`src/design/pomask_fifo.sv`:
```
// Small register FIFO used between the front and back parts and on the result side.
// No package dependencies.
module pomask_fifo #(
    parameter int WIDTH = 8,
    parameter int DEPTH = 4
) (
    input  logic                       clk,
    input  logic                       rst_n,
    input  logic                       push,
    input  logic [WIDTH-1:0]           wdata,
    input  logic                       pop,
    output logic [WIDTH-1:0]           rdata,
    output logic                       empty,
    output logic                       full,
    output logic [$clog2(DEPTH+1)-1:0] count
);

    localparam int PW = (DEPTH > 1) ? $clog2(DEPTH) : 1;
    localparam int CW = $clog2(DEPTH + 1);

    logic [WIDTH-1:0] slot_reg [DEPTH];
    logic [PW-1:0]    wr_ptr_reg;
    logic [PW-1:0]    wr_ptr_next;
    logic [PW-1:0]    rd_ptr_reg;
    logic [PW-1:0]    rd_ptr_next;
    logic [CW-1:0]    count_reg;
    logic [CW-1:0]    count_next;
    logic             do_push;
    logic             do_pop;

    assign empty   = (count_reg == '0);
    assign full    = (count_reg == CW'(DEPTH));
    assign count   = count_reg;
    assign do_push = push && !full;
    assign do_pop  = pop && !empty;
    assign rdata   = slot_reg[rd_ptr_reg];

    always_comb
    begin
        wr_ptr_next = wr_ptr_reg;
        rd_ptr_next = rd_ptr_reg;
        count_next  = count_reg;
        if (do_push)
        begin
            wr_ptr_next = (wr_ptr_reg == PW'(DEPTH - 1)) ? '0 : wr_ptr_reg + PW'(1);
        end
        if (do_pop)
        begin
            rd_ptr_next = (rd_ptr_reg == PW'(DEPTH - 1)) ? '0 : rd_ptr_reg + PW'(1);
        end
        if (do_push && !do_pop)
        begin
            count_next = count_reg + CW'(1);
        end
        else if (do_pop && !do_push)
        begin
            count_next = count_reg - CW'(1);
        end
    end

    always_ff @(posedge clk or negedge rst_n)
    begin
        if (!rst_n)
        begin
            wr_ptr_reg <= '0;
            rd_ptr_reg <= '0;
            count_reg  <= '0;
        end
        else
        begin
            wr_ptr_reg <= wr_ptr_next;
            rd_ptr_reg <= rd_ptr_next;
            count_reg  <= count_next;
        end
    end

    always_ff @(posedge clk)
    begin
        if (do_push)
        begin
            slot_reg[wr_ptr_reg] <= wdata;
        end
    end

endmodule

```
`config.mk`:
```
export PLATFORM = sky130hd
export DESIGN_NAME = pomask_fifo
export DESIGN_NICKNAME = d
export VERILOG_FILES = /design/src/design/pomask_fifo.sv
export SDC_FILE = /design/constraint.sdc
export NUM_CORES = 1
export LEC_CHECK = 0
export BUFFER_PORTS_ARGS = -buffer_cell sky130_fd_sc_hd__buf_2
export CORE_UTILIZATION = 41
export CTS_CLUSTER_SIZE = 25
export DETAILED_ROUTE_END_ITERATION = 16
export HOLD_SLACK_MARGIN = 0.1
export PLACE_DENSITY = 0.69
export SETUP_SLACK_MARGIN = 0.2
export SYNTH_ARGS = -nofsm -noshare
export SYNTH_HDL_FRONTEND = slang
export SYNTH_SLANG_ARGS = --single-unit
export TNS_END_PERCENT = 100
```
`constraint.sdc`:
```
create_clock -name clk -period 4.6 [get_ports clk]
set_clock_uncertainty 0.1 [all_clocks]
set_input_delay 0.23 -clock clk [delete_from_list [all_inputs] [get_ports clk]]
set_output_delay 0.23 -clock clk [all_outputs]
set_load 0.01 [all_outputs]
```
* Word level (Yosys, flattened, before mapping)
Memory sizes are Yosys's and may differ from the RTL's. Index checks and enable logic that the tools add are counted.
Storage, ports and cells: register bits after elaboration 7, memories kept 1, output and inout port bits 13, word-level logic and storage cells 27, RAM bits 32, bits of input ports 12
Memory list:
- slot_reg | words 4, width 8, rd ports 1, clocked after memory_dff 0, write ports 1, RTL line 21 | logic [WIDTH-1:0] slot_reg [DEPTH];
Cells by class: eq/ne operators 3, muxes and demuxes 6, reduce and logical (&&, ||, !) cells 10, $add $sub $neg 4
Operators with widths (number):
- $mux 3 | 2
- $add 2x1->2 const B | 2
- $eq 2x2->1 const B | 2
- $logic_and 1x1->1 | 4
- $logic_not 1->1 | 4
- $mux 2 | 2
- $add 3x1->3 const B | 1
- $eq 3x3->1 const B | 1
- $logic_not 3->1 | 1
- $sub 3x1->3 const B | 1
- $mux 1 | 2
- $reduce_bool 2->1 | 1

* Logic depth before layout (Yosys ltp)
Gate-level depths: netlist of run 1.
depth after elaboration 7, gate-level depth with buffers 9, depth with buffers taken out 8

* Least setup slack after synthesis of run 1
No wires, ideal clock.
path type register to register, start point register count_reg[0] (netlist: count[0]), end point register count_reg[2] (netlist: count[2]), arrival 2.038 ns, path slack 2.383 ns, clock period less this slack 2.217 ns, buffers on the path 0, setup time 0.079 ns, data required time 4.421 ns, cell stages (with the launch flop) 9, cells stage by stage dfrtp_1 > nor3_1 > nand2b_4 > ha_1 > inv_1 > fa_1 > xor2_1 > nor2_1 > xor2_1
On the way: word-level cells in the longest chain between the ends 6
RTL lines:
- start, declared | RTL line 26 | logic [CW-1:0] count_reg;
- start signal, assigned | RTL line 73 | count_reg <= count_next;
- $logic_not 3->1 (*) | RTL line 31 | assign empty = (count_reg == '0);
- named net empty | RTL line 13 | output logic empty,
- $logic_not 1->1 (*) | RTL line 35 | assign do_pop = pop && !empty;
- $logic_and 1x1->1 (*) | RTL line 35
- $logic_not 1->1 | RTL line 51 | if (do_push && !do_pop)
- $logic_and 1x1->1 | RTL line 51
- $mux 3 / $reduce_bool 2->1 (equally long branches)
Mark *: on every way through the listed nets, which the timed path passes. The rest lies on a longest branch. The select of a mux whose other input is x is not followed. A chain may end at the register's enable or synchronous reset.

* Worst setup path in the final report of run 1
start point register count_reg[2] (netlist: count[2]), end point register count_reg[2] (netlist: count[2])
On the way: word-level cells in the longest chain between the ends 6
RTL lines:
- branches (longest 6 deep; another with $sub 3x1->3)
Parallel ways; which one is timed is not known. The select of a mux whose other input is x is not followed.

==> run_results.csv, run 1 <==
group,metric,value,unit
run_status,status,"finished clean",
worst_setup_path,regToRegSetupSlack,2410,ps
synth,yosys.area_share.xor_xnor,1.62,%
synth,muxShareOfSynthArea,15.1,%
worst_setup_path,reg2reg_depth,8,
pwr,powerDensity,603,nW/um^2
sta,finalSetupViolCount,0,
hold_path,worstHoldPathType,"in2async",
cells_and_area,multiInputGateArea,453,um^2
synth,synth_cell_type_count,19,
synth,synth_area_leaders,"edfxtp_1 59%, mux4_2 11%, dfrtp_1 11%",
routing,ant_nets,0,
worst_setup_path,cp_max_fo,7,
worst_setup_path,critPathLaunchType,"flop",
routing,drt_iter0_drc,22,
clock_network,ctsHtreeMaxLevel,2,
routing,viasPerCell,4.89,
global_routing,grt.total_usage,14.1,%
worst_setup_path,worstPathCellList,"nor3b_4 > nor2b_2 > ha_1 > inv_1 > fa_1 > xor2_1 > nor2_1 > xor2_1",
worst_setup_path,r2r-start,"count[2]$_DFFE_PN0P_",
worst_setup_path,path_class,"reg2reg",
floorplan,io_pins,25,
sta,worst_slew_pin_slew,621,ps
cells_and_area,area_delta_synth_final,21.1,%
synth,synth-compound-area-share,0,%
floorplan,coreArea,3720,um^2
routing,vias,807,
worst_setup_path,path_buf_inv,1,
sta,hold_slack,218,ps
cells_and_area,antenna_cells,0,
sta,min_period_over_period,47.6,%
routing,route.detailed.drc,0,
sta,relSlewSlack,58.6,%
global_routing,grt_max_degree,13,
cells_and_area,num-nets-final,135,
synth,synth_adder_area_share,5.87,%
flow_run,cap_violations,0,
clock_network,clk_pin_slew,70,ps
worst_setup_path,r2r_end,"count[2]$_DFFE_PN0P_",
routing,wl_per_cell,15.2,um
floorplan,die_area,4210,um^2
synth,synth_top_area_share,59.3,%
synth,ys_warn_count,0,
floorplan,fp-row-count,22,
floorplan,initial_core_util,43.6,%
global_routing,antenna_found_initial,0,
global_routing,grt_pass1_vias,877,
worst_setup_path,worst-endpoint-required,4710,ps
sta,min_period,2190,ps
synth,yosys.area_share.simple,5.41,%
cells_and_area,ff_latch_area,1140,um^2
cells_and_area,drive_above_1_share,43.6,%
cells_and_area,final_area,1960,um^2
placement,gp_congestion,0.650,
worst_setup_path,crit_start,"count[2]$_DFFE_PN0P_",
sta,finalSetupTns,0,ps
worst_setup_path,end_kind,"flop",
synth,netlist_area,1620,um^2
pwr,peakVddDrop,0.312,mV
synth,netlist_instances,79,
floorplan,die_h,64.9,um
clock_network,postCtsSetupBuffers,0,
sta,hold_viol,0,
clock_network,cts_resized,0,
worst_setup_path,crit_slowest_cell,"dfrtp_1",
synth,ys_ff_latch,39,
routing,drt-pass1-iter-count,4,
sta,slew_viol_final,0,
worst_setup_path,cp.arrival,2300,ps
synth,synth-seq-area-share,70.1,%
synth,synth_nets,98,
routing,finalWirelength,2510,um
clock_network,clock_latency,280,ps
pwr,cellLeakagePower,0.000751,uW
placement,place_ws,2410,ps
placement,io_buffers,24,
sta,rsz0062_at_grt,"no",
clock_network,cts_tree,"built",
floorplan,die_w,64.9,um
sta,fin_ws,2410,ps
clock_network,cts-root-buf,"clkbuf_8",
sta,clock.fmax,0.457,GHz
global_routing,grt_pass1_wl,4080,um
worst_setup_path,slowest_delay,430,ps
cells_and_area,final_util,52.8,%
global_routing,grt_overflow,0,
worst_setup_path,cpMostUsedCell,"xor2_1",
cells_and_area,largest_reg_flops,32,
clock_network,postCtsHoldBufs,9,
placement,dpl_cell_area,1780,um^2
synth,yosysTopAreaCell,"edfxtp_1",
synth,avgSynthCellArea,20.5,um^2
clock_network,cts_max_path_buffers,2,
cells_and_area,fillers,316,
worst_setup_path,cp_top_family,"adder cells",
clock_network,cts.sinks,39,
synth,synth_top_family_by_area,"multiplexers",
clock_network,cts_buffers,5,
[worst max-delay path by stage]
stage | cells after the start | to | slack, ps
floorplan | 8 | count[2]$_DFFE_PN0P_ | 2380
finish | 8 | count[2]$_DFFE_PN0P_ | 2410
global route | 8 | count[2]$_DFFE_PN0P_ | 2290
CTS | 8 | count[2]$_DFFE_PN0P_ | 2380
global placement | 8 | count[2]$_DFFE_PN0P_ | 2510
detailed placement | 8 | count[2]$_DFFE_PN0P_ | 2410
[Yosys cell counts, drive strengths merged]
library cell,instances
nor2b,1
edfxtp,32
xnor2,1
inv,3
buf,3
xor2,2
dfrtp,7
nor2,3
nor3b,1
nor3,1
mux2,5
mux4,8
and2,4
nand2b,1
ha,6
fa,1
[metrics by stage]
step,total power (uW),std cells
after floorplan,838,79
after global placement,948,148
after detailed placement,969,148
after CTS,1200,165
after global routing,1260,165
final,1180,165
[layout by cell type (no fill, tap or decap), types with 2 or more instances in the layout]
cell type and count:
mux4_2 8, and2_2 4, dlygate4sd3_1 9, mux2_4 2
nor2_1 3, buf_2 24, mux2_2 3, xor2_1 2
inv_1 3, dfrtp_1 7, edfxtp_1 32, clkbuf_8 6
ha_1 6
[routing by layer]
| layer | wire length [um] | up-vias | track usage (%) |
|---|---|---|---|
| li1 | - | 374 | - |
| met1 | 1060 | 412 | 15.8 |
| met2 | 1300 | 16 | 23.8 |
| met3 | 107 | 5 | 4.40 |
| met4 | 40 | 0 | 7.50 |
| met5 | 0 | - | 0 |
[kinds of logic after synthesis]
family        after synthesis
fa+ha+maj                   7
mux                        13
buf+inv                     6
xor+xnor                    3
simple gates               11
flops                      39
[area by class of cell]
class | count | area share, %
Tap cell | 48 | 3.06
Inverter | 3 | 0.574
Clock inverter | 1 | 0.255
Sequential cell | 39 | 57.9
Multi-Input combinational cell | 34 | 23.1
Timing Repair Buffer | 33 | 10.7
Clock buffer | 7 | 4.40
[power by group]
| part | internal (uW) | leakage, uW | switching (uW) |
|---|---|---|---|
| Sequential | 478 | 0.000375 | 90.9 |
| Clock | 121 | 0.0000482 | 105 |
| Combinational | 220 | 0.000328 | 168 |
| Total | 819 | 0.000751 | 365 |
Power figures use the tool's default switching activity.
==> run 2: changes to the inputs <==
Settings changed: PLACE_DENSITY 0.69 to 0.71.
Clock period 4.6 ns to 2 ns, I/O delays scaled along.
==> run 2 against run 1 <==
Net effect:
- die area unchanged
- global-route usage increased by 1.1 points
- core utilization increased by 5.2 points
- sequential share of layout area shrank 4.9 points
- non-clock buffer count rose by 13
- worst hold slack lost 70 ps
- cell area is 9.8% higher
- highest routed layer unchanged
==> run_results.csv, run 2 (same netlist as run 1, synthesis figures left out) <==
group,metric,value,unit
pwr,power.net_switching,956,uW
worst_setup_path,crit_slowest_cell,"dfrtp_2",
cells_and_area,area_delta_synth_final,32.9,%
sta,min_period,1980,ps
worst_setup_path,slowest_delay,440,ps
pwr,p_sw_share,30.0,%
global_routing,grt.total_usage,15.2,%
clock_network,cts_max_path_buffers,2,
global_routing,antenna_found_initial,0,
sta,finalSetupViolCount,0,
worst_setup_path,cp_top_family,"adder cells",
placement,gp_congestion,0.706,
routing,viasPerCell,4.90,
global_routing,grt_max_degree,14,
cells_and_area,final_cell_mix,"32 x edfxtp_1, 21 x buf_2, 10 x dlygate4sd3_1",
global_routing,grt_pass1_vias,896,
clock_network,clock_latency,290,ps
cells_and_area,antenna_cells,0,
routing,finalWirelength,2690,um
worst_setup_path,path_class,"reg2reg",
routing,ant_nets,0,
cells_and_area,largest_reg_flops,32,
floorplan,fp-row-count,22,
clock_network,clk_pin_slew,70,ps
routing,vias,873,
sta,clock.fmax,0.504,GHz
routing,drt-pass1-iter-count,4,
floorplan,io_pins,25,
cells_and_area,final_common_cell,"edfxtp_1",
worst_setup_path,critPathLaunchType,"flop",
floorplan,coreArea,3720,um^2
floorplan,die_w,64.9,um
worst_setup_path,cp_max_fo,3,
worst_setup_path,worst-endpoint-required,2080,ps
pwr,power.internal,2230,uW
sta,hold_viol,0,
floorplan,die_h,64.9,um
flow_run,cap_violations,0,
sta,relSlewSlack,72.6,%
placement,dpl.cell_count,149,
clock_network,cts_buffers,5,
clock_network,cts-root-buf,"clkbuf_8",
clock_network,cts_tree,"built",
pwr,power_frac_comb,39.8,%
pwr,cellLeakagePower,0.000840,uW
sta,worst_slew_pin_slew,411,ps
sta,rsz0062_at_grt,"yes",
placement,hpwl,1710,um
floorplan,initial_core_util,43.6,%
routing,drt_iter0_drc,50,
routing,route.detailed.drc,0,
pwr,clockPowerShare,20.1,%
sta,min_period_over_period,99.2,%
global_routing,grt_pass1_wl,4420,um
floorplan,die_area,4210,um^2
pwr,powerDensity,1480,nW/um^2
clock_network,cts.sinks,39,
cells_and_area,num-nets-final,148,
clock_network,ctsHtreeMaxLevel,2,
global_routing,grt_overflow,0,
cells_and_area,final_util,57.9,%
cells_and_area,instances_no_fill,178,
pwr,peakVddDrop,0.888,mV
hold_path,worstHoldPathType,"in2reg",
sta,slew_viol_final,0,
worst_setup_path,end_kind,"flop",
worst_setup_path,path_buf_inv,2,
pwr,power_frac_seq,40.1,%
pwr,power,3180,uW
cells_and_area,drive_above_1_share,55.4,%
routing,wl_per_cell,15.1,um
placement,io_buffers,24,
run_status,status,"finished clean",
worst_setup_path,worstPathCellList,"buf_6 > nor3b_4 > nor2b_2 > ha_4 > inv_2 > fa_2 > mux2_4",
worst_setup_path,cp.arrival,2060,ps
## run 2: cell count changes in the layout (fill, tap and decap cells not counted), moves of 3 or more
cell / change
dfrtp_1: -4
buf_2: -3
dfrtp_2: +4
and2_2: -4
buf_4: +9
and2_4: +4
buf_6: +6
## run 2: final cells by class
cell class / count / area, um^2
sequential: 39 / 1140
inverter: 3 / 11.3
tap: 48 / 60.1
multi-input combinational: 34 / 488
clock buffer: 5 / 68.8
fill: 283 / 1560
clock inverter: 3 / 43.8
timing repair buffer: 46 / 340
## run 2: worst register-to-register path: stages (launching register included)
cell     delay (ps)
dfrtp_2         440
buf_6           130
nor3b_4         200
nor2b_2          80
ha_4            170
inv_2            50
fa_2            420
mux2_4          280
## run 2: timing repair
item	in CTS	in global routing
endpoints found under the setup margin	10	35
setup buffers	10	1
gates resized for setup	6	9
hold buffers	10	0
hold endpoints to repair	39	0
pin swaps	4	2
## run 2: through the flow
step           setup TNS (ps)  hold WS, ps  cell area, um^2  setup WS [ps]
2_1_floorplan           -5.70         -296             1650          -5.70
6_report                    0          148             2150           16.1
4_1_cts                     0          137             2120           41.3
3_5_place_dp                0         -151             1810           5.73
5_1_grt                 -76.1          170             2150          -44.3
3_3_place_gp                0         -155             1810           82.1
## run 2: path summary, 6_finish.rpt
path	start	to	slack, ps	depth (start not counted)
setup / recovery	count[1]$_DFFE_PN0P_	count[1]$_DFFE_PN0P_	20	7
hold / removal	pop	count[0]$_DFFE_PN0P_	150	4
setup reg to reg	count[1]$_DFFE_PN0P_	count[1]$_DFFE_PN0P_	20	7
hold reg to reg	wr_ptr_reg[1]$_DFFE_PN0P_	wr_ptr_reg[1]$_DFFE_PN0P_	480	1
max in group asynchronous	rst_n	count[2]$_DFFE_PN0P_	850	3
min in group asynchronous	rst_n	wr_ptr_reg[1]$_DFFE_PN0P_	680	3
## run 2: routing by layer
layer | up-vias | wire, um | part of all wire, % | track usage, %
met5 | - | 0 | 0 | 0
met4 | 0 | 40 | 1.5 | 6.67
met3 | 6 | 154 | 5.7 | 5.63
met2 | 23 | 1390 | 52 | 25.0
met1 | 440 | 1100 | 41 | 17.6
li1 | 404 | - | - | -
## run 2: power groups by stage
stage | logic [uW] | registers [uW] | clock network [uW]
after floorplan | 724 | 1250 | 0
after global placement | 901 | 1330 | 0
after detailed placement | 931 | 1350 | 0
after CTS | 1140 | 1300 | 654
after global routing | 1370 | 1310 | 685
final | 1270 | 1280 | 640
==> run 3: changes to the inputs <==
Settings changed: CORE_UTILIZATION 41 to 40, HOLD_SLACK_MARGIN 0.1 to not set, PLACE_DENSITY 0.71 to 0.68.
Clock period 2 ns to 2.38 ns, I/O delays scaled along.
==> run 3 against run 2 <==
Net effect:
- via count shrank 8.8%
- sequential power shrank 13%
- highest routed layer unchanged
- final cell count shrank 6.7%
- sequential share of layout area grew 4.7 points
- count of clock-buffer cells in the layout grew 2
- critical endpoint is now count[2]$_DFFE_PN0P_
==> run_results.csv, run 3 (same netlist as run 1, synthesis figures left out) <==
group,metric,value,unit
clock_network,cts-root-buf,"clkbuf_8",
worst_setup_path,regToRegSetupSlack,290,ps
cells_and_area,largest_reg_flops,32,
pwr,peakVddDrop,0.718,mV
hold_path,worstHoldPathType,"in2async",
routing,viasPerCell,4.80,
worst_setup_path,critPathLaunchType,"flop",
worst_setup_path,path_class,"reg2reg",
pwr,cellLeakagePower,0.000751,uW
global_routing,grt_max_degree,12,
placement,gp_congestion,0.662,
placement,hpwl,1720,um
cells_and_area,drive_above_1_share,45.8,%
cells_and_area,multiInputGateArea,464,um^2
global_routing,antenna_found_initial,0,
cells_and_area,antenna_cells,0,
global_routing,grt_pass1_vias,856,
cells_and_area,fillers,318,
sta,clock.fmax,0.480,GHz
floorplan,die_w,65.6,um
sta,min_period,2090,ps
routing,route.detailed.drc,0,
worst_setup_path,cpMostUsedCell,"xor2_1",
worst_setup_path,worstPathCellList,"nor3_4 > nand2b_4 > ha_1 > inv_1 > fa_1 > xor2_1 > nor2_1 > xor2_1",
clock_network,cts_tree,"built",
routing,finalWirelength,2610,um
cells_and_area,final_common_cell,"edfxtp_1",
sta,finalSetupTns,0,ps
clock_network,cts.sinks,39,
routing,drt-pass1-iter-count,4,
floorplan,io_pins,25,
floorplan,coreArea,3770,um^2
clock_network,clk_pin_slew,70,ps
global_routing,grt_overflow,0,
sta,hold_slack,101,ps
placement,io_buffers,24,
clock_network,cts_buffers,5,
routing,vias,796,
worst_setup_path,worst-endpoint-required,2490,ps
worst_setup_path,cp.arrival,2200,ps
sta,slew_viol_final,0,
cells_and_area,final_cell_mix,"32 x edfxtp_1, 24 x buf_2, 9 x dlygate4sd3_1",
flow_run,cap_violations,0,
worst_setup_path,cp_max_fo,5,
floorplan,fp-row-count,22,
worst_setup_path,crit_slowest_cell,"dfrtp_2",
sta,worst_slew_pin_slew,623,ps
worst_setup_path,slowest_delay,470,ps
run_status,status,"finished clean",
global_routing,grt_pass1_wl,4220,um
sta,finalSetupViolCount,0,
worst_setup_path,cp_top_family,"adder cells",
routing,wl_per_cell,15.7,um
cells_and_area,num-nets-final,136,
routing,ant_nets,0,
floorplan,die_h,65.6,um
sta,hold_viol,0,
clock_network,cts_max_path_buffers,2,
worst_setup_path,end_kind,"flop",
routing,drt_iter0_drc,32,
cells_and_area,ff_latch_area,1140,um^2
clock_network,clock_latency,280,ps
floorplan,die_area,4310,um^2
sta,relSlewSlack,58.5,%
global_routing,grt.total_usage,14.2,%
floorplan,initial_core_util,43.0,%
sta,min_period_over_period,87.6,%
pwr,powerDensity,1160,nW/um^2
clock_network,ctsHtreeMaxLevel,2,
sta,rsz0062_at_grt,"no",
cells_and_area,area_delta_synth_final,21.8,%
worst_setup_path,path_buf_inv,1,
[run 3: worst paths after layout]
| path | from | end | cells past startpoint |
|---|---|---|---|
| max | count[1]$_DFFE_PN0P_ | count[2]$_DFFE_PN0P_ | 8 |
| min | rst_n | wr_ptr_reg[0]$_DFFE_PN0P_ | 2 |
| max reg2reg | count[1]$_DFFE_PN0P_ | count[2]$_DFFE_PN0P_ | 8 |
| min reg2reg | count[2]$_DFFE_PN0P_ | count[2]$_DFFE_PN0P_ | 1 |
| max in group asynchronous | rst_n | count[0]$_DFFE_PN0P_ | 2 |
| min in group clk | pop | rd_ptr_reg[0]$_DFFE_PN0P_ | 3 |
[run 3: where the power goes]
part | internal, uW | switching, uW | total [uW] | leakage [uW]
sequential | 928 | 186 | 1110 | 0.000373
clock | 205 | 207 | 413 | 0.0000422
combinational | 438 | 330 | 768 | 0.000336
[run 3: area by class of cell]
cell class | count | area share (%)
Sequential cell | 39 | 57.7
Clock inverter | 1 | 0.254
Inverter | 3 | 0.571
Timing Repair Buffer | 34 | 11.0
Tap cell | 48 | 3.04
Clock buffer | 7 | 3.87
Multi-Input combinational cell | 34 | 23.5
[run 3: through the flow]
step	area, um^2	setup WS [ps]	std cells	util [%]	total power (uW)
6_report	1970	295	166	52.3	2290
5_1_grt	1970	200	166	52.3	2440
4_1_cts	1960	266	166	52.1	2320
3_5_place_dp	1790	274	149	47.5	1890
3_3_place_gp	1790	415	149	47.5	1840
2_1_floorplan	1630	285	79	-	1630
[run 3: metal layers]
metal	GRT usage (%)	wire (um)	vias to the layer above
met4	6.52	43	0
met1	15.6	1070	400
met2	24.5	1400	15
li1	-	-	377
met3	4.69	90	4
met5	0	0	-
[run 3: worst register-to-register path: cells and delay by family, from the launching register on]
kind / cells / cell delay [ps]
AND/OR/NAND/NOR: 3 / 500
adder cells (fa/ha/maj): 2 / 590
flip-flops: 1 / 470
buffers and inverters: 1 / 70
XOR/XNOR: 2 / 300
[run 3: timing repair]
item,4_1_cts,5_1_grt
hold endpoints to repair,39,0
buffers inserted,0,0
gates resized for setup,0,3
hold buffers,9,0
endpoints found under the setup margin,0,1
