--- src/design/pomask_pkg.sv ---
// Package for the packed opacity mask store.
// Holds the shared widths, register indexes, codes and the result record.
// No dependencies.
package pomask_pkg;

    localparam int MASK_ENTRIES = 65536;

    localparam int COORD_W    = 24;
    localparam int COUNT_W    = 17;
    localparam int CODE_W     = 2;
    localparam int PROD_W     = COORD_W + COUNT_W;
    localparam int POS_W      = PROD_W + 1;
    localparam int PADDR_W    = 4;
    localparam int PDATA_W    = 32;
    localparam int FIFO_DEPTH = 4;
    localparam int FIFO_CNT_W = $clog2(FIFO_DEPTH + 1);

    typedef enum logic [1:0] {
        REG_START_ROW = 2'd0,
        REG_START_COL = 2'd1,
        REG_ROW_COUNT = 2'd2,
        REG_COL_COUNT = 2'd3
    } reg_idx_t;

    localparam logic FUNC_READ  = 1'b0;
    localparam logic FUNC_WRITE = 1'b1;

    localparam logic [CODE_W-1:0] CODE_UNKNOWN = 2'd0;

    typedef struct packed {
        logic [CODE_W-1:0] opacity;
        logic              in_region;
    } result_t;

endpackage

--- src/design/pomask_front.sv ---
// Front part: configuration registers, input acceptance and region classification.
// Two stages turn a coordinate into a hit flag and a store address. Uses pomask_pkg.
module pomask_front #(
    parameter int MASK_ENTRIES = pomask_pkg::MASK_ENTRIES
) (
    input  logic                               clk,
    input  logic                               rst_n,
    input  logic                               psel,
    input  logic                               penable,
    input  logic                               pwrite,
    input  logic [pomask_pkg::PADDR_W-1:0]     paddr,
    input  logic [pomask_pkg::PDATA_W-1:0]     pwdata,
    output logic [pomask_pkg::PDATA_W-1:0]     prdata,
    input  logic                               push,
    output logic                               full,
    input  logic                               func,
    input  logic [pomask_pkg::COORD_W-1:0]     row,
    input  logic [pomask_pkg::COORD_W-1:0]     col,
    input  logic [pomask_pkg::CODE_W-1:0]      write_value,
    input  logic                               clearing,
    output logic                               cmd_push,
    input  logic                               cmd_full,
    output logic                               cmd_hit,
    output logic                               cmd_write,
    output logic [pomask_pkg::CODE_W-1:0]      cmd_value,
    output logic [$clog2(MASK_ENTRIES)-1:0]    cmd_addr
);

    localparam int AW = $clog2(MASK_ENTRIES);
    localparam logic [pomask_pkg::POS_W-1:0] POS_LIMIT = pomask_pkg::POS_W'(MASK_ENTRIES);

    logic [pomask_pkg::COORD_W-1:0] start_row_reg;
    logic [pomask_pkg::COORD_W-1:0] start_col_reg;
    logic [pomask_pkg::COUNT_W-1:0] row_count_reg;
    logic [pomask_pkg::COUNT_W-1:0] col_count_reg;
    logic                           cfg_write;
    pomask_pkg::reg_idx_t           reg_idx;

    logic [pomask_pkg::COORD_W-1:0] drow;
    logic [pomask_pkg::COORD_W-1:0] dcol;
    logic                           in_bounds;
    logic                           accept;
    logic                           s1_ready;
    logic                           s2_ready;

    logic                           s1_valid_reg;
    logic                           s1_valid_next;
    logic                           s1_inside_reg;
    logic                           s1_write_reg;
    logic [pomask_pkg::CODE_W-1:0]  s1_value_reg;
    logic [pomask_pkg::COORD_W-1:0] s1_drow_reg;
    logic [pomask_pkg::COUNT_W-1:0] s1_dcol_reg;

    logic                           s2_valid_reg;
    logic                           s2_valid_next;
    logic                           s2_inside_reg;
    logic                           s2_write_reg;
    logic [pomask_pkg::CODE_W-1:0]  s2_value_reg;
    logic [pomask_pkg::PROD_W-1:0]  s2_prod_reg;
    logic [pomask_pkg::COUNT_W-1:0] s2_dcol_reg;
    logic [pomask_pkg::POS_W-1:0]   s2_pos;

    // Configuration port.
    assign reg_idx   = pomask_pkg::reg_idx_t'(paddr[3:2]);
    assign cfg_write = psel && penable && pwrite;

    always_ff @(posedge clk or negedge rst_n)
    begin
        if (!rst_n)
        begin
            start_row_reg <= '0;
            start_col_reg <= '0;
            row_count_reg <= '0;
            col_count_reg <= '0;
        end
        else if (cfg_write)
        begin
            unique case (reg_idx)
                pomask_pkg::REG_START_ROW: start_row_reg <= pwdata[pomask_pkg::COORD_W-1:0];
                pomask_pkg::REG_START_COL: start_col_reg <= pwdata[pomask_pkg::COORD_W-1:0];
                pomask_pkg::REG_ROW_COUNT: row_count_reg <= pwdata[pomask_pkg::COUNT_W-1:0];
                pomask_pkg::REG_COL_COUNT: col_count_reg <= pwdata[pomask_pkg::COUNT_W-1:0];
                default: ;
            endcase
        end
    end

    always_comb
    begin
        unique case (reg_idx)
            pomask_pkg::REG_START_ROW: prdata = pomask_pkg::PDATA_W'(start_row_reg);
            pomask_pkg::REG_START_COL: prdata = pomask_pkg::PDATA_W'(start_col_reg);
            pomask_pkg::REG_ROW_COUNT: prdata = pomask_pkg::PDATA_W'(row_count_reg);
            pomask_pkg::REG_COL_COUNT: prdata = pomask_pkg::PDATA_W'(col_count_reg);
            default:                   prdata = '0;
        endcase
    end

    // Pipeline flow control: each stage moves when the one after it has room.
    assign s2_ready = !s2_valid_reg || !cmd_full;
    assign s1_ready = !s1_valid_reg || s2_ready;
    assign full     = clearing || !s1_ready;
    assign accept   = push && !full;
    assign cmd_push = s2_valid_reg && !cmd_full;

    // Stage one: offsets from the region origin and the bounds check.
    assign drow      = row - start_row_reg;
    assign dcol      = col - start_col_reg;
    assign in_bounds = (row >= start_row_reg) && (col >= start_col_reg)
                    && (drow < pomask_pkg::COORD_W'(row_count_reg))
                    && (dcol < pomask_pkg::COORD_W'(col_count_reg));

    always_comb
    begin
        s1_valid_next = s1_valid_reg;
        if (accept)
        begin
            s1_valid_next = 1'b1;
        end
        else if (s2_ready)
        begin
            s1_valid_next = 1'b0;
        end
        s2_valid_next = s2_valid_reg;
        if (s1_valid_reg && s2_ready)
        begin
            s2_valid_next = 1'b1;
        end
        else if (cmd_push)
        begin
            s2_valid_next = 1'b0;
        end
    end

    always_ff @(posedge clk or negedge rst_n)
    begin
        if (!rst_n)
        begin
            s1_valid_reg <= 1'b0;
            s2_valid_reg <= 1'b0;
        end
        else
        begin
            s1_valid_reg <= s1_valid_next;
            s2_valid_reg <= s2_valid_next;
        end
    end

    always_ff @(posedge clk)
    begin
        if (accept)
        begin
            s1_inside_reg <= in_bounds;
            s1_write_reg  <= (func == pomask_pkg::FUNC_WRITE);
            s1_value_reg  <= write_value;
            s1_drow_reg   <= drow;
            s1_dcol_reg   <= dcol[pomask_pkg::COUNT_W-1:0];
        end
        // Stage two: the row offset times the row stride.
        if (s1_valid_reg && s2_ready)
        begin
            s2_inside_reg <= s1_inside_reg;
            s2_write_reg  <= s1_write_reg;
            s2_value_reg  <= s1_value_reg;
            s2_prod_reg   <= pomask_pkg::PROD_W'(s1_drow_reg)
                           * pomask_pkg::PROD_W'(col_count_reg);
            s2_dcol_reg   <= s1_dcol_reg;
        end
    end

    // The position is formed without wrap, so the store bound catches large regions.
    assign s2_pos    = pomask_pkg::POS_W'(s2_prod_reg) + pomask_pkg::POS_W'(s2_dcol_reg);
    assign cmd_hit   = s2_inside_reg && (s2_pos < POS_LIMIT);
    assign cmd_write = s2_write_reg;
    assign cmd_value = s2_value_reg;
    assign cmd_addr  = s2_pos[AW-1:0];

endmodule

--- config.mk ---
export PLATFORM = sky130hd
export DESIGN_NAME = pomask_front
export DESIGN_NICKNAME = d
export VERILOG_FILES = /design/src/design/pomask_pkg.sv /design/src/design/pomask_front.sv
export SDC_FILE = /design/constraint.sdc
export NUM_CORES = 1
export LEC_CHECK = 0
export ABC_AREA = 1
export BUFFER_PORTS_ARGS = -buffer_cell sky130_fd_sc_hd__buf_4
export CAP_MARGIN = 20
export CORE_UTILIZATION = 57
export CTS_CLUSTER_SIZE = 40
export DETAILED_ROUTE_END_ITERATION = 8
export HOLD_SLACK_MARGIN = 0.03
export PLACE_DENSITY_LB_ADDON = 0.3
export SYNTH_ARGS = -nofsm -noshare
export SYNTH_HDL_FRONTEND = slang
export SYNTH_SLANG_ARGS = --single-unit
--- constraint.sdc ---
create_clock -name clk -period 6.86 [get_ports clk]
set_input_delay 2.058 -clock clk [delete_from_list [all_inputs] [get_ports clk]]
set_output_delay 2.058 -clock clk [all_outputs]
set_load 0.01 [all_outputs]
* Word-level counts from Yosys, hierarchy flattened *
Index checks and enable logic that the tools add are counted.
W data, S select, Z words.

cells by class
  $add $sub $neg = 3
  $mul = 1
  divide/modulo/power cells = 0
  order comparisons = 5
  equality and inequality tests = 3
  shift-type cells = 0
  mux-type cells = 5
  bitwise logic cells = 0
  reductions and logical operators = 24

operator list
  cell                    count
  $pmux W32 S4            1
  $ge A24 B24 Y1          2
  $lt A24 B17 Y1          2
  $sub A24 B24 Y24        2
  $add A41 B17 Y42        1
  $lt A42 B17 Y1 const B  1
  $mul A24 B17 Y41        1
  $logic_and A1 B1 Y1     9
  $reduce_and A2 Y1       4
  $logic_not A1 Y1        5
  $eq A2 B2 Y1 const B    2
  $mux W1                 4
  $reduce_bool A2 Y1      2
  $logic_or A1 B1 Y1      3
  $eq A2 B1 Y1 const B    1
  $logic_not A2 Y1        1

word-level totals
  register bits after elaboration = 191
  latch bits = 0
  bits in writable memories = 0
  ROM bits = 0
  word-level logic and storage cells = 57
  memories kept = 0

* Depth between registers and ports, before layout *
Gate-level depths: netlist of the first run.

  depth after elaboration = 8
  mapped depth = 28

* Least setup slack after synthesis of the first run *
OpenSTA, ideal clock, no wires.

  path kind = reg-to-reg
  from = reg col_count_reg[7] (netlist name)
  to = reg s2_prod_reg[31] (netlist name), data pin
  library setup time = 0.262 ns
  arrival = 5.470 ns
  required time = 6.598 ns
  path slack = 1.127 ns
  stages on the path, launching flop included = 23
  path buffers = 2
  period minus slack after synthesis = 5.733 ns
  cells stage by stage = dfrtp_1 -> clkbuf_1 -> clkbuf_1 -> nand2_1 -> fa_1 -> inv_1 -> fa_1 -> inv_1 -> fa_1 -> inv_1 -> fa_1 -> fa_1 -> inv_1 -> fa_1 -> inv_1 -> ha_1 -> a21oi_1 -> inv_1 -> a31oi_1 -> o21ai_0 -> a31oi_1 -> o21bai_1 -> xor2_1

between the ends
  cells in the longest elaborated chain, start to end = 1

ends and longest elaborated chain
  what                    RTL line             source
  from (decl)             pomask_front.sv:35   logic [pomask_pkg::COUNT_W-1:0] col_count_reg;
  from (signal assigned)  pomask_front.sv:82   pomask_pkg::REG_COL_COUNT: col_count_reg <= pwdata[pomask_pkg::COUNT_W-1:0];
  $mul A24 B17 Y41        pomask_front.sv:166  * pomask_pkg::PROD_W'(col_count_reg);
  to (signal assigned)    pomask_front.sv:165  s2_prod_reg <= pomask_pkg::PROD_W'(s1_drow_reg)
  to (decl)               pomask_front.sv:59   logic [pomask_pkg::PROD_W-1:0] s2_prod_reg;

Every way passes these cells.
A chain may end at the register's enable or synchronous reset.

* Final worst setup path of the first run *
  from = reg col_count_reg[13] (netlist name)
  to = reg s2_prod_reg[37] (netlist name), data pin

Same word-level chain as after synthesis.

==> results.py, run 1 <==
metrics = {
    "run_status": {
        "outcome": "complete, but fails checks",
        "violations": "design-rule violations",
    },
    "yosys": {
        "yosysUniqueCellTypes": 48,
        "synth-async-reset-ratio": 0.440,
        "synth_enable_flop_cells": 107,
        "yosys_warnings": 0,
        "count_leader_synth": "sky130_fd_sc_hd__nand2_1",
        "synth.cell_area_um2": 27200,
        "syn-mean-instance-area_um2": 7.42,
        "netlist.top_cell.by_area": "sky130_fd_sc_hd__fa_1",
        "sequential_share_of_the_synthesized_area": 0.195,
        "synthTopCellsByCount": "sky130_fd_sc_hd__nand2_1 (1028), sky130_fd_sc_hd__inv_1 (966), sky130_fd_sc_hd__fa_1 (332)",
        "post_synth_main_area_contributors": "sky130_fd_sc_hd__fa_1 (24%), sky130_fd_sc_hd__nand2_1 (14%), sky130_fd_sc_hd__inv_1 (13%)",
        "synthCells": 3666,
        "area_share_of_the_largest_cell_type_after_synthesis": 0.244,
        "yosys_register_bits": 191,
        "synthFlopType": "sky130_fd_sc_hd__edfxtp_1",
    },
    "cts": {
        "cts.repair.resized": 0,
        "cts_max_level": 4,
        "number_of_hold_repair_buffers_added_at_the_cts_stage": 0,
        "cts_sinks": 191,
        "insertion_delay_to_the_later_sink_of_the_worst_skew_pair_ns": 0.47,
        "cts.repair_timing.setup_buffer_count": 0,
        "clk_transition_reported_paths_ns": 0.08,
        "cts_buffer_count": 17,
        "clock_root_buffer": "sky130_fd_sc_hd__clkbuf_16",
        "tritoncts": "done",
        "cts-root-to-sink-buffers": 2,
    },
    "hold_path": {
        "worstHoldPathCells": 0,
        "worstHoldEndpoint": "s2_dcol_reg[13]$_DFFE_PP_",
        "holdCritStartpoint": "s1_dcol_reg[13]$_DFFE_PP_",
        "min-delay-path-class": "flip-flop to flip-flop",
    },
    "worst_setup_path": {
        "end_kind": "flip-flop",
        "crit-reg2reg-launch": "col_count_reg[13]$_DFFE_PN0P_",
        "timing.reg2reg.setup_slack_ns": 0.37,
        "rr_worst_depth": 21,
        "worstPathMaxFanout": 16,
        "worst_r2r_endpoint": "s2_prod_reg[37]$_DFFE_PP_",
        "worstSetupStartpointType": "flip-flop",
        "critPathRequiredTime_ns": 7.05,
        "timing.setup.critical_path_class": "flip-flop to flip-flop",
        "critical_path_arrival_ns": 6.69,
    },
    "drt": {
        "highest-signal-layer": "met5",
        "drc_violation_count_after_routing": 4,
        "totalWireLength_um": 75900,
        "routed-wl-met3_um": 6200,
        "routed-via-count": 23285,
        "wl_met2_um": 35700,
        "post_drt_via_cell_ratio": 5.34,
        "wl_on_met1_um": 31800,
        "avgRoutedWirePerCell_um": 17.4,
        "drt_pass1_iterations": 9,
        "drt_iter0_markers": 2033,
        "drtAntennaViolNets": 0,
    },
    "timing": {
        "finalWorstPathRequiredPeriod_ns": 6.49,
        "final.setup_skew_ns": 0.0137,
        "post-route-period-util": 0.946,
        "fin_tns_setup_ns": 0,
        "timing.slew.headroom": 0.329,
        "setup_repair_after_global_routing_missed_its_margin": "no",
        "report.final.slew_viol_count": 0,
        "timing.final.setup_violations": 0,
        "achievable-frequency_mhz": 154,
        "tightestPinTransition_ns": 1.00,
        "report.final.hold_viol_count": 0,
    },
    "global_routing": {
        "number_of_antenna_violations_at_the_first_check_in_global_routing": 1,
        "grt_util_all_layers": 0.327,
        "grt_pass1_vias": 23092,
        "largest_net_degree_at_the_start_of_global_routing": 60,
        "global_route.overflow_total": 0,
        "grt_first_pass_wirelength_um": 121000,
    },
    "die": {
        "die_h_um": 220,
        "die_footprint_um2": 48600,
        "io_pins": 149,
        "die_w_um": 220,
        "placement_rows": 79,
        "floorplan.core_area_um2": 46900,
        "floorplan.initialDensity": 0.581,
    },
    "cells_and_area": {
        "final-seq-area_um2": 5320,
        "num-fill-cells": 4217,
        "max_reg_flops": 41,
        "net_count_final": 4376,
        "fraction_of_final_layout_cells_with_drive_strength_greater_than_1": 0.0717,
        "antenna-diode-count": 0,
        "synthToLayoutAreaGrowth_pct": 8.14,
        "multi_input_comb_area_um2": 17800,
    },
    "placed_design": {
        "hpwlAfterDp_um": 62500,
        "gp_congestion": 0.995,
        "io_buffers": 130,
    },
    "run": {
        "timing.max_cap.violations": 0,
    },
}
-- area by class of cell --
cell class                      count  share of cell area
Tap cell                          607              0.0258
Sequential cell                   191               0.181
Clock buffer                       18              0.0149
Clock inverter                     14             0.00621
Multi-Input combinational cell   2387               0.605
Timing Repair Buffer              173              0.0441
Inverter                          967               0.123
-- layer usage --
layer,up-vias,track usage
met2,1003,0.542
met3,153,0.0526
li1,11072,-
met4,2,0.100
met1,11055,0.441
met5,-,0
-- per-stage QoR --
step | utilization | cell area (um^2) | worst slack, ns | instances | hold WS (ns)
after floorplan | - | 27200 | 1.13 | 3673 | 0.400
after detailed placement | 0.615 | 28800 | 0.498 | 4325 | 0.405
final | 0.628 | 29400 | 0.367 | 4357 | 0.421
after CTS | 0.628 | 29400 | 0.463 | 4357 | 0.419
after global routing | 0.628 | 29400 | 0.107 | 4357 | 0.423
after global placement | 0.615 | 28800 | 0.595 | 4325 | 0.401
-- kinds of logic (layout without fill, tap and decap cells) --
group                    count (synthesis)  count (layout)  share of synthesized area
buffers and inverters                 1095            1172                      0.152
flip-flops                             191             191                      0.195
AO/OA/AOI/OAI                          357             357                     0.0727
adder cells (fa/ha/maj)                544             544                      0.342
other                                    1               8                   0.000138
XOR/XNOR                                83              83                     0.0267
AND/OR/NAND/NOR                       1395            1395                      0.211
-- worst max-delay path by stage --
stage / startpoint / end / slack (ns) / cells after the start
6_report: col_count_reg[13]$_DFFE_PN0P_ / s2_prod_reg[37]$_DFFE_PP_ / 0.37 / 21
2_1_floorplan: col_count_reg[7]$_DFFE_PN0P_ / s2_prod_reg[31]$_DFFE_PP_ / 1.13 / 22
3_3_place_gp: col_count_reg[6]$_DFFE_PN0P_ / s2_prod_reg[39]$_DFFE_PP_ / 0.59 / 22
4_1_cts: col_count_reg[13]$_DFFE_PN0P_ / s2_prod_reg[37]$_DFFE_PP_ / 0.46 / 21
3_5_place_dp: col_count_reg[13]$_DFFE_PN0P_ / s2_prod_reg[37]$_DFFE_PP_ / 0.50 / 21
5_1_grt: s1_drow_reg[10]$_DFFE_PP_ / s2_prod_reg[37]$_DFFE_PP_ / 0.11 / 18
-- worst max-delay path, cell delays in order, from the launching register on --
cell	delay (ns)
sky130_fd_sc_hd__dfrtp_1	0.89
sky130_fd_sc_hd__buf_4	0.33
sky130_fd_sc_hd__nand2_1	0.07
sky130_fd_sc_hd__inv_1	0.12
sky130_fd_sc_hd__fa_1	0.39
sky130_fd_sc_hd__inv_1	0.08
sky130_fd_sc_hd__fa_1	0.44
sky130_fd_sc_hd__fa_1	0.52
sky130_fd_sc_hd__fa_1	0.56
sky130_fd_sc_hd__inv_1	0.06
sky130_fd_sc_hd__fa_1	0.54
sky130_fd_sc_hd__inv_1	0.06
sky130_fd_sc_hd__fa_1	0.53
sky130_fd_sc_hd__inv_1	0.04
sky130_fd_sc_hd__ha_1	0.41
sky130_fd_sc_hd__nand2_1	0.10
sky130_fd_sc_hd__nor2_1	0.15
sky130_fd_sc_hd__inv_1	0.08
sky130_fd_sc_hd__nor3_1	0.31
sky130_fd_sc_hd__o21ai_0	0.20
sky130_fd_sc_hd__o2111ai_1	0.16
sky130_fd_sc_hd__xor2_1	0.14
-- placed cells by master (no fill, tap or decap), types with 41 or more instances in the layout --
cell,count
sky130_fd_sc_hd__nand2_1,1028
sky130_fd_sc_hd__inv_1,966
sky130_fd_sc_hd__fa_1,332
sky130_fd_sc_hd__ha_1,212
sky130_fd_sc_hd__buf_4,173
sky130_fd_sc_hd__o21ai_0,151
sky130_fd_sc_hd__nor2_1,148
sky130_fd_sc_hd__a21oi_1,118
sky130_fd_sc_hd__edfxtp_1,107
sky130_fd_sc_hd__dfrtp_1,84
sky130_fd_sc_hd__nand3_1,83
sky130_fd_sc_hd__xor2_1,57
sky130_fd_sc_hd__nand4_1,41
Power of run 1 is left out: the tool's default activity adds up to more than one toggle a clock period on the data nets, which glitch-free logic cannot reach.
==> inputs of run 2 (changes only) <==
--- a/config.mk
+++ b/config.mk
@@ -5,14 +5,14 @@
 export SDC_FILE = /design/constraint.sdc
 export NUM_CORES = 1
 export LEC_CHECK = 0
-export ABC_AREA = 1
 export BUFFER_PORTS_ARGS = -buffer_cell sky130_fd_sc_hd__buf_4
 export CAP_MARGIN = 20
 export CORE_UTILIZATION = 57
 export CTS_CLUSTER_SIZE = 40
 export DETAILED_ROUTE_END_ITERATION = 8
 export HOLD_SLACK_MARGIN = 0.03
-export PLACE_DENSITY_LB_ADDON = 0.3
+export PLACE_DENSITY = 0.75
+export REMOVE_ABC_BUFFERS = 1
 export SYNTH_ARGS = -nofsm -noshare
 export SYNTH_HDL_FRONTEND = slang
 export SYNTH_SLANG_ARGS = --single-unit
==> results.py, run 2 <==
metrics = {
    "worst_setup_path": {
        "worstPathMaxFanout": 3,
        "rr_worst_depth": 22,
        "end_kind": "flip-flop",
        "worst_r2r_endpoint": "s2_prod_reg[38]$_DFFE_PP_",
        "critPathRequiredTime_ns": 7.14,
        "timing.setup.critical_path_class": "input port to flip-flop",
        "timing.reg2reg.setup_slack_ns": 0.28,
        "critical_path_arrival_ns": 6.92,
        "crit-reg2reg-launch": "col_count_reg[9]$_DFFE_PN0P_",
        "worstSetupStartpointType": "input port",
    },
    "cells_and_area": {
        "net_count_final": 3503,
        "fraction_of_final_layout_cells_with_drive_strength_greater_than_1": 0.137,
        "max_reg_flops": 41,
        "final-seq-area_um2": 5330,
        "num-fill-cells": 3488,
        "postLayoutCoreUtil": 0.649,
        "layout.cells.most_common": "sky130_fd_sc_hd__inv_1",
        "multi_input_comb_area_um2": 17300,
        "layoutNonFillerInstCount": 3462,
        "layout_common_cells": "sky130_fd_sc_hd__inv_1 (539), sky130_fd_sc_hd__nand2_1 (358), sky130_fd_sc_hd__fa_1 (332)",
        "synthToLayoutAreaGrowth_pct": 12.0,
        "antenna-diode-count": 0,
    },
    "run": {
        "timing.max_cap.violations": 0,
    },
    "yosys": {
        "synthFlopType": "sky130_fd_sc_hd__edfxtp_1",
        "post_synth_main_area_contributors": "sky130_fd_sc_hd__fa_1 (27%), sky130_fd_sc_hd__edfxtp_1 (13%), sky130_fd_sc_hd__ha_1 (11%)",
        "synthTopCellsByCount": "sky130_fd_sc_hd__inv_1 (539), sky130_fd_sc_hd__nand2_1 (358), sky130_fd_sc_hd__fa_1 (332)",
        "yosys_register_bits": 191,
        "syn-mean-instance-area_um2": 9.30,
        "yosys_warnings": 0,
        "yosysUniqueCellTypes": 88,
        "synth-async-reset-ratio": 0.440,
        "area_share_of_the_largest_cell_type_after_synthesis": 0.265,
        "synth.cell_area_um2": 25000,
        "synth_enable_flop_cells": 107,
        "sequential_share_of_the_synthesized_area": 0.212,
        "netlist.top_cell.by_area": "sky130_fd_sc_hd__fa_1",
        "count_leader_synth": "sky130_fd_sc_hd__inv_1",
        "synthCells": 2693,
    },
    "die": {
        "floorplan.core_area_um2": 43200,
        "placement_rows": 76,
        "die_footprint_um2": 44800,
        "die_w_um": 212,
        "io_pins": 149,
        "die_h_um": 212,
        "floorplan.initialDensity": 0.580,
    },
    "drt": {
        "drt_iter0_markers": 1436,
        "routed-via-count": 19583,
        "post_drt_via_cell_ratio": 5.66,
        "totalWireLength_um": 65300,
        "drtAntennaViolNets": 0,
        "drt_pass1_iterations": 6,
        "drc_violation_count_after_routing": 0,
        "avgRoutedWirePerCell_um": 18.9,
    },
    "global_routing": {
        "grt_pass1_vias": 20225,
        "number_of_antenna_violations_at_the_first_check_in_global_routing": 0,
        "largest_net_degree_at_the_start_of_global_routing": 85,
        "global_route.overflow_total": 0,
        "grt_first_pass_wirelength_um": 104000,
        "grt_util_all_layers": 0.304,
    },
    "run_status": {
        "outcome": "finished, final reports clean",
    },
    "hold_path": {
        "min-delay-path-class": "flip-flop to flip-flop",
        "worstHoldEndpoint": "s2_dcol_reg[9]$_DFFE_PP_",
        "holdCritStartpoint": "s1_dcol_reg[9]$_DFFE_PP_",
        "worstHoldPathCells": 0,
    },
    "cts": {
        "cts_buffer_count": 17,
        "clock_root_buffer": "sky130_fd_sc_hd__clkbuf_16",
        "tritoncts": "done",
        "cts_max_level": 4,
        "clk_transition_reported_paths_ns": 0.08,
        "insertion_delay_to_the_later_sink_of_the_worst_skew_pair_ns": 0.48,
        "cts_sinks": 191,
        "cts-root-to-sink-buffers": 2,
    },
    "timing": {
        "timing.final.setup_violations": 0,
        "timing.slew.headroom": 0.257,
        "tightestPinTransition_ns": 1.11,
        "post-route-period-util": 0.968,
        "setup_repair_after_global_routing_missed_its_margin": "no",
        "final.setup_skew_ns": 0.0219,
        "finalWorstPathRequiredPeriod_ns": 6.64,
        "report.final.hold_viol_count": 0,
        "report.final.slew_viol_count": 0,
        "achievable-frequency_mhz": 151,
    },
    "placed_design": {
        "gp_congestion": 0.927,
        "io_buffers": 130,
        "hpwlAfterDp_um": 53100,
        "dp_cells": 3418,
    },
}
run 2: changes by cell type after synthesis, sizes merged, moves of 19 or more:
| cell | before | now |
|---|---|---|
| nand2 | 1046 | 358 |
| inv | 967 | 539 |
| and2 | 2 | 174 |
| nor2 | 167 | 74 |
| o21ai | 160 | 105 |
| nand3 | 89 | 37 |
| mux2 | 0 | 47 |
| xnor2 | 26 | 59 |
| xor2 | 57 | 27 |
| clkbuf | 120 | 93 |
| a211oi | 3 | 22 |
| a21o | 5 | 24 |
| o21a | 0 | 19 |
run 2: final cells by class:
type / instances / area share
clock inverters: 12 / 0.00397
flip-flops and latches: 191 / 0.190
clock buffers: 20 / 0.0170
repair buffers: 249 / 0.0719
multi-input cells: 1866 / 0.619
well taps: 585 / 0.0261
inverters: 539 / 0.0722
run 2: cell families (layout without fill, tap and decap cells):
kind of cell	Yosys count	after routing	synth area share
buffers and inverters	643	820	0.0980
DFF	191	191	0.212
AOI/OAI and AO/OA	391	391	0.101
other	1	8	0.000150
adders and majority gates	544	544	0.371
xor gates and xnor gates	86	86	0.0301
muxes	73	73	0.0400
and+or+nand+nor	764	764	0.147
run 2: what timing repair did:
action                     4_1_cts  5_1_grt
buffers inserted                 0       11
hold buffers                     0        0
setup endpoints to repair        0        9
gates resized for setup          0       15
run 2: metal layers:
metal,track usage,part of all wire,vias up
met1,0.398,0.42,9765
met5,0,0,-
met4,0.101,0.028,0
met3,0.0577,0.073,104
met2,0.507,0.48,723
li1,-,-,8991
run 2: worst max-delay path, cell delays in order:
cell                        delay (ns)
sky130_fd_sc_hd__buf_4            0.13
sky130_fd_sc_hd__ha_1             0.31
sky130_fd_sc_hd__nor2b_1          0.15
sky130_fd_sc_hd__o21ai_0          0.26
sky130_fd_sc_hd__o2111ai_1        0.25
sky130_fd_sc_hd__a21oi_1          0.27
sky130_fd_sc_hd__o21bai_1         0.09
sky130_fd_sc_hd__a21oi_1          0.28
sky130_fd_sc_hd__o2111ai_1        0.17
sky130_fd_sc_hd__a21oi_1          0.19
sky130_fd_sc_hd__xnor2_1          0.17
sky130_fd_sc_hd__ha_1             0.30
sky130_fd_sc_hd__nand4_1          0.17
sky130_fd_sc_hd__nor4_1           0.11
sky130_fd_sc_hd__o21ai_0          0.08
sky130_fd_sc_hd__o21ai_0          0.17
sky130_fd_sc_hd__a2111oi_1        0.58
sky130_fd_sc_hd__nand4b_1         0.23
sky130_fd_sc_hd__a2111oi_1        0.43
sky130_fd_sc_hd__nand4_1          0.21
sky130_fd_sc_hd__nor4b_1          0.31
run 2: how the worst max path moves through the flow:
stage	from	end	slack, ns
after floorplan	cmd_full	cmd_value[0]$_DFFE_PP_	-0.30
after global placement	row[1]	s1_inside_reg$_DFFE_PP_	-0.15
after detailed placement	row[1]	s1_inside_reg$_DFFE_PP_	-0.25
after CTS	col_count_reg[15]$_DFFE_PN0P_	s2_prod_reg[39]$_DFFE_PP_	0.07
after global routing	col_count_reg[5]$_DFFE_PN0P_	s2_prod_reg[28]$_DFFE_PP_	0.009
final	row[1]	s1_inside_reg$_DFFE_PP_	0.22
run 2: metrics by stage:
stage	instance area (um^2)	setup TNS [ns]	setup slack (ns)	hold slack (ns)
6_report	28000	0	0.219	0.416
3_3_place_gp	27300	-0.147	-0.147	0.401
5_1_grt	28000	0	0.00949	0.423
4_1_cts	27900	0	0.0749	0.422
3_5_place_dp	27300	-0.251	-0.251	0.405
2_1_floorplan	24600	-18.57	-0.300	0.400
Power of run 2 is left out for the same reason.
==> inputs of run 3 (changes only) <==
--- a/config.mk
+++ b/config.mk
@@ -11,7 +11,7 @@
 export CTS_CLUSTER_SIZE = 40
 export DETAILED_ROUTE_END_ITERATION = 8
 export HOLD_SLACK_MARGIN = 0.03
-export PLACE_DENSITY = 0.75
+export PLACE_DENSITY = 0.78
 export REMOVE_ABC_BUFFERS = 1
 export SYNTH_ARGS = -nofsm -noshare
 export SYNTH_HDL_FRONTEND = slang
==> constraint.sdc (replaced) <==
create_clock -name clk -period 5.6 [get_ports clk]
set_input_delay 1.68 -clock clk [delete_from_list [all_inputs] [get_ports clk]]
set_output_delay 1.68 -clock clk [all_outputs]
set_load 0.01 [all_outputs]
==> results.py, run 3 (synthesis gave the netlist of run 2 again) <==
metrics = {
    "run_status": {
        "outcome": "complete, but fails checks",
        "violations": "negative setup slack",
    },
    "global_routing": {
        "grt_first_pass_wirelength_um": 116000,
        "groute.layer.met1.usage": 0.428,
        "use_met2": 0.576,
        "grt_util_all_layers": 0.338,
        "global_route.overflow_total": 0,
        "grt.met3_usage": 0.0481,
        "grt_pass1_vias": 22724,
        "largest_net_degree_at_the_start_of_global_routing": 49,
        "number_of_antenna_violations_at_the_first_check_in_global_routing": 1,
        "most_used_routing_layer": "met2",
    },
    "timing": {
        "report.final.hold_viol_count": 0,
        "timing.slew.headroom": 0.377,
        "fin_tns_setup_ns": -12.69,
        "finalWorstPathRequiredPeriod_ns": 6.44,
        "final.setup_skew_ns": 0.0164,
        "tightestPinTransition_ns": 0.930,
        "achievable-frequency_mhz": 155,
        "timing.final.setup_violations": 25,
        "postLayoutSetupSlackWorst_ns": -0.844,
        "post-route-period-util": 1.15,
        "report.final.slew_viol_count": 0,
        "setup_repair_after_global_routing_missed_its_margin": "yes",
    },
    "die": {
        "floorplan.core_area_um2": 43200,
        "die_w_um": 212,
        "placement_rows": 76,
        "floorplan.initialDensity": 0.580,
        "io_pins": 149,
        "die_h_um": 212,
        "die_footprint_um2": 44800,
    },
    "worst_setup_path": {
        "timing.setup.critical_path_class": "flip-flop to flip-flop",
        "end_kind": "flip-flop",
        "crit-reg2reg-launch": "col_count_reg[2]$_DFFE_PN0P_",
        "rr_worst_depth": 26,
        "timing.reg2reg.setup_slack_ns": -0.84,
        "crit_path_top_delay_cell": "sky130_fd_sc_hd__fa_1",
        "critical_path_arrival_ns": 6.65,
        "worst_setup_path_startpoint": "col_count_reg[2]$_DFFE_PN0P_",
        "critical-path-max-stage-delay_ns": 0.52,
        "worst_r2r_endpoint": "s2_prod_reg[36]$_DFFE_PP_",
        "worstSetupStartpointType": "flip-flop",
        "worst_setup_path_endpoint": "s2_prod_reg[36]$_DFFE_PP_",
        "critPathRequiredTime_ns": 5.81,
        "worstPathMaxFanout": 5,
        "path_common_cell": "sky130_fd_sc_hd__fa_1",
    },
    "placed_design": {
        "post-place-ws_ns": -1.07,
        "dpl_cell_area_um2": 29200,
        "io_buffers": 130,
        "gp_congestion": 0.984,
        "hpwlAfterDp_um": 56400,
    },
    "cells_and_area": {
        "final-seq-area_um2": 5320,
        "multi_input_comb_area_um2": 18600,
        "post-route-cell-area_um2": 31900,
        "max_reg_flops": 41,
        "num-fill-cells": 2849,
        "layout_common_cells": "sky130_fd_sc_hd__inv_1 (504), sky130_fd_sc_hd__buf_4 (496), sky130_fd_sc_hd__nand2_1 (345)",
        "postLayoutCoreUtil": 0.739,
        "layout.cells.most_common": "sky130_fd_sc_hd__inv_1",
        "fraction_of_final_layout_cells_with_drive_strength_greater_than_1": 0.290,
        "synthToLayoutAreaGrowth_pct": 27.4,
        "net_count_final": 3817,
    },
    "drt": {
        "totalWireLength_um": 76100,
        "post_drt_via_cell_ratio": 5.75,
        "avgRoutedWirePerCell_um": 20.2,
        "routed-via-count": 21722,
        "drc_violation_count_after_routing": 0,
        "drt_iter0_markers": 1834,
        "drtAntennaViolNets": 0,
        "drt_pass1_iterations": 6,
    },
    "cts": {
        "cts_buffer_count": 17,
        "cts_sinks": 191,
        "insertion_delay_to_the_later_sink_of_the_worst_skew_pair_ns": 0.47,
        "cts_max_level": 4,
        "cts-root-to-sink-buffers": 2,
        "number_of_hold_repair_buffers_added_at_the_cts_stage": 0,
        "clock_root_buffer": "sky130_fd_sc_hd__clkbuf_16",
        "clk_transition_reported_paths_ns": 0.09,
        "tritoncts": "done",
    },
    "hold_path": {
        "min-delay-path-class": "flip-flop to flip-flop",
    },
    "run": {
        "timing.max_cap.violations": 0,
    },
}
[run 3: cell type report]
| cell class | instances | share of cell area |
|---|---|---|
| clock inverters | 15 | 0.00471 |
| well taps | 585 | 0.0229 |
| clock buffers | 17 | 0.0133 |
| inverters | 539 | 0.0635 |
| diodes | 1 | 0.0000785 |
| flip-flops and latches | 191 | 0.167 |
| repair buffers | 563 | 0.147 |
| multi-input cells | 1866 | 0.582 |
[run 3: through the flow]
stage | hold WS, ns | instances
floorplan | 0.400 | 2596
global placement | 0.401 | 3654
detailed placement | 0.405 | 3654
CTS | 0.425 | 3746
global route | 0.430 | 3776
finish | 0.427 | 3777
[run 3: repair_timing]
item	in CTS	in global routing
setup endpoints to repair	28	32
pin swaps	160	90
hold endpoints to repair	0	0
gates cloned	1	1
setup buffers	62	29
gates resized for setup	215	125
[run 3: how the worst min path moves through the flow]
stage / startpoint / endpoint / slack, ns / cells after the start
4_1_cts: s1_value_reg[0]$_DFFE_PP_ / cmd_value[0]$_DFFE_PP_ / 0.43 / 0
2_1_floorplan: s1_value_reg[0]$_DFFE_PP_ / cmd_value[0]$_DFFE_PP_ / 0.40 / 0
3_5_place_dp: s1_dcol_reg[12]$_DFFE_PP_ / s2_dcol_reg[12]$_DFFE_PP_ / 0.40 / 0
6_report: s1_value_reg[0]$_DFFE_PP_ / cmd_value[0]$_DFFE_PP_ / 0.43 / 0
3_3_place_gp: s1_write_reg$_DFFE_PP_ / cmd_write$_DFFE_PP_ / 0.40 / 0
5_1_grt: s1_write_reg$_DFFE_PP_ / cmd_write$_DFFE_PP_ / 0.43 / 0
[run 3: metal layers]
| layer | vias to the layer above | wire [um] | share of wire |
|---|---|---|---|
| met4 | 2 | 3720 | 0.049 |
| met5 | - | 14 | 0.00018 |
| li1 | 9615 | - | - |
| met1 | 10749 | 29000 | 0.38 |
| met2 | 1081 | 37400 | 0.49 |
| met3 | 275 | 5980 | 0.079 |
[run 3: critical path, delay by kind of cell, from the launching register on]
family	cells	cell delay (ns)
buffers and inverters	10	0.93
xor gates and xnor gates	1	0.11
and+or+nand+nor	5	0.68
adders and majority gates	7	3.21
DFF	1	0.50
AOI/OAI and AO/OA	3	0.71
Power of run 3 is left out for the same reason.
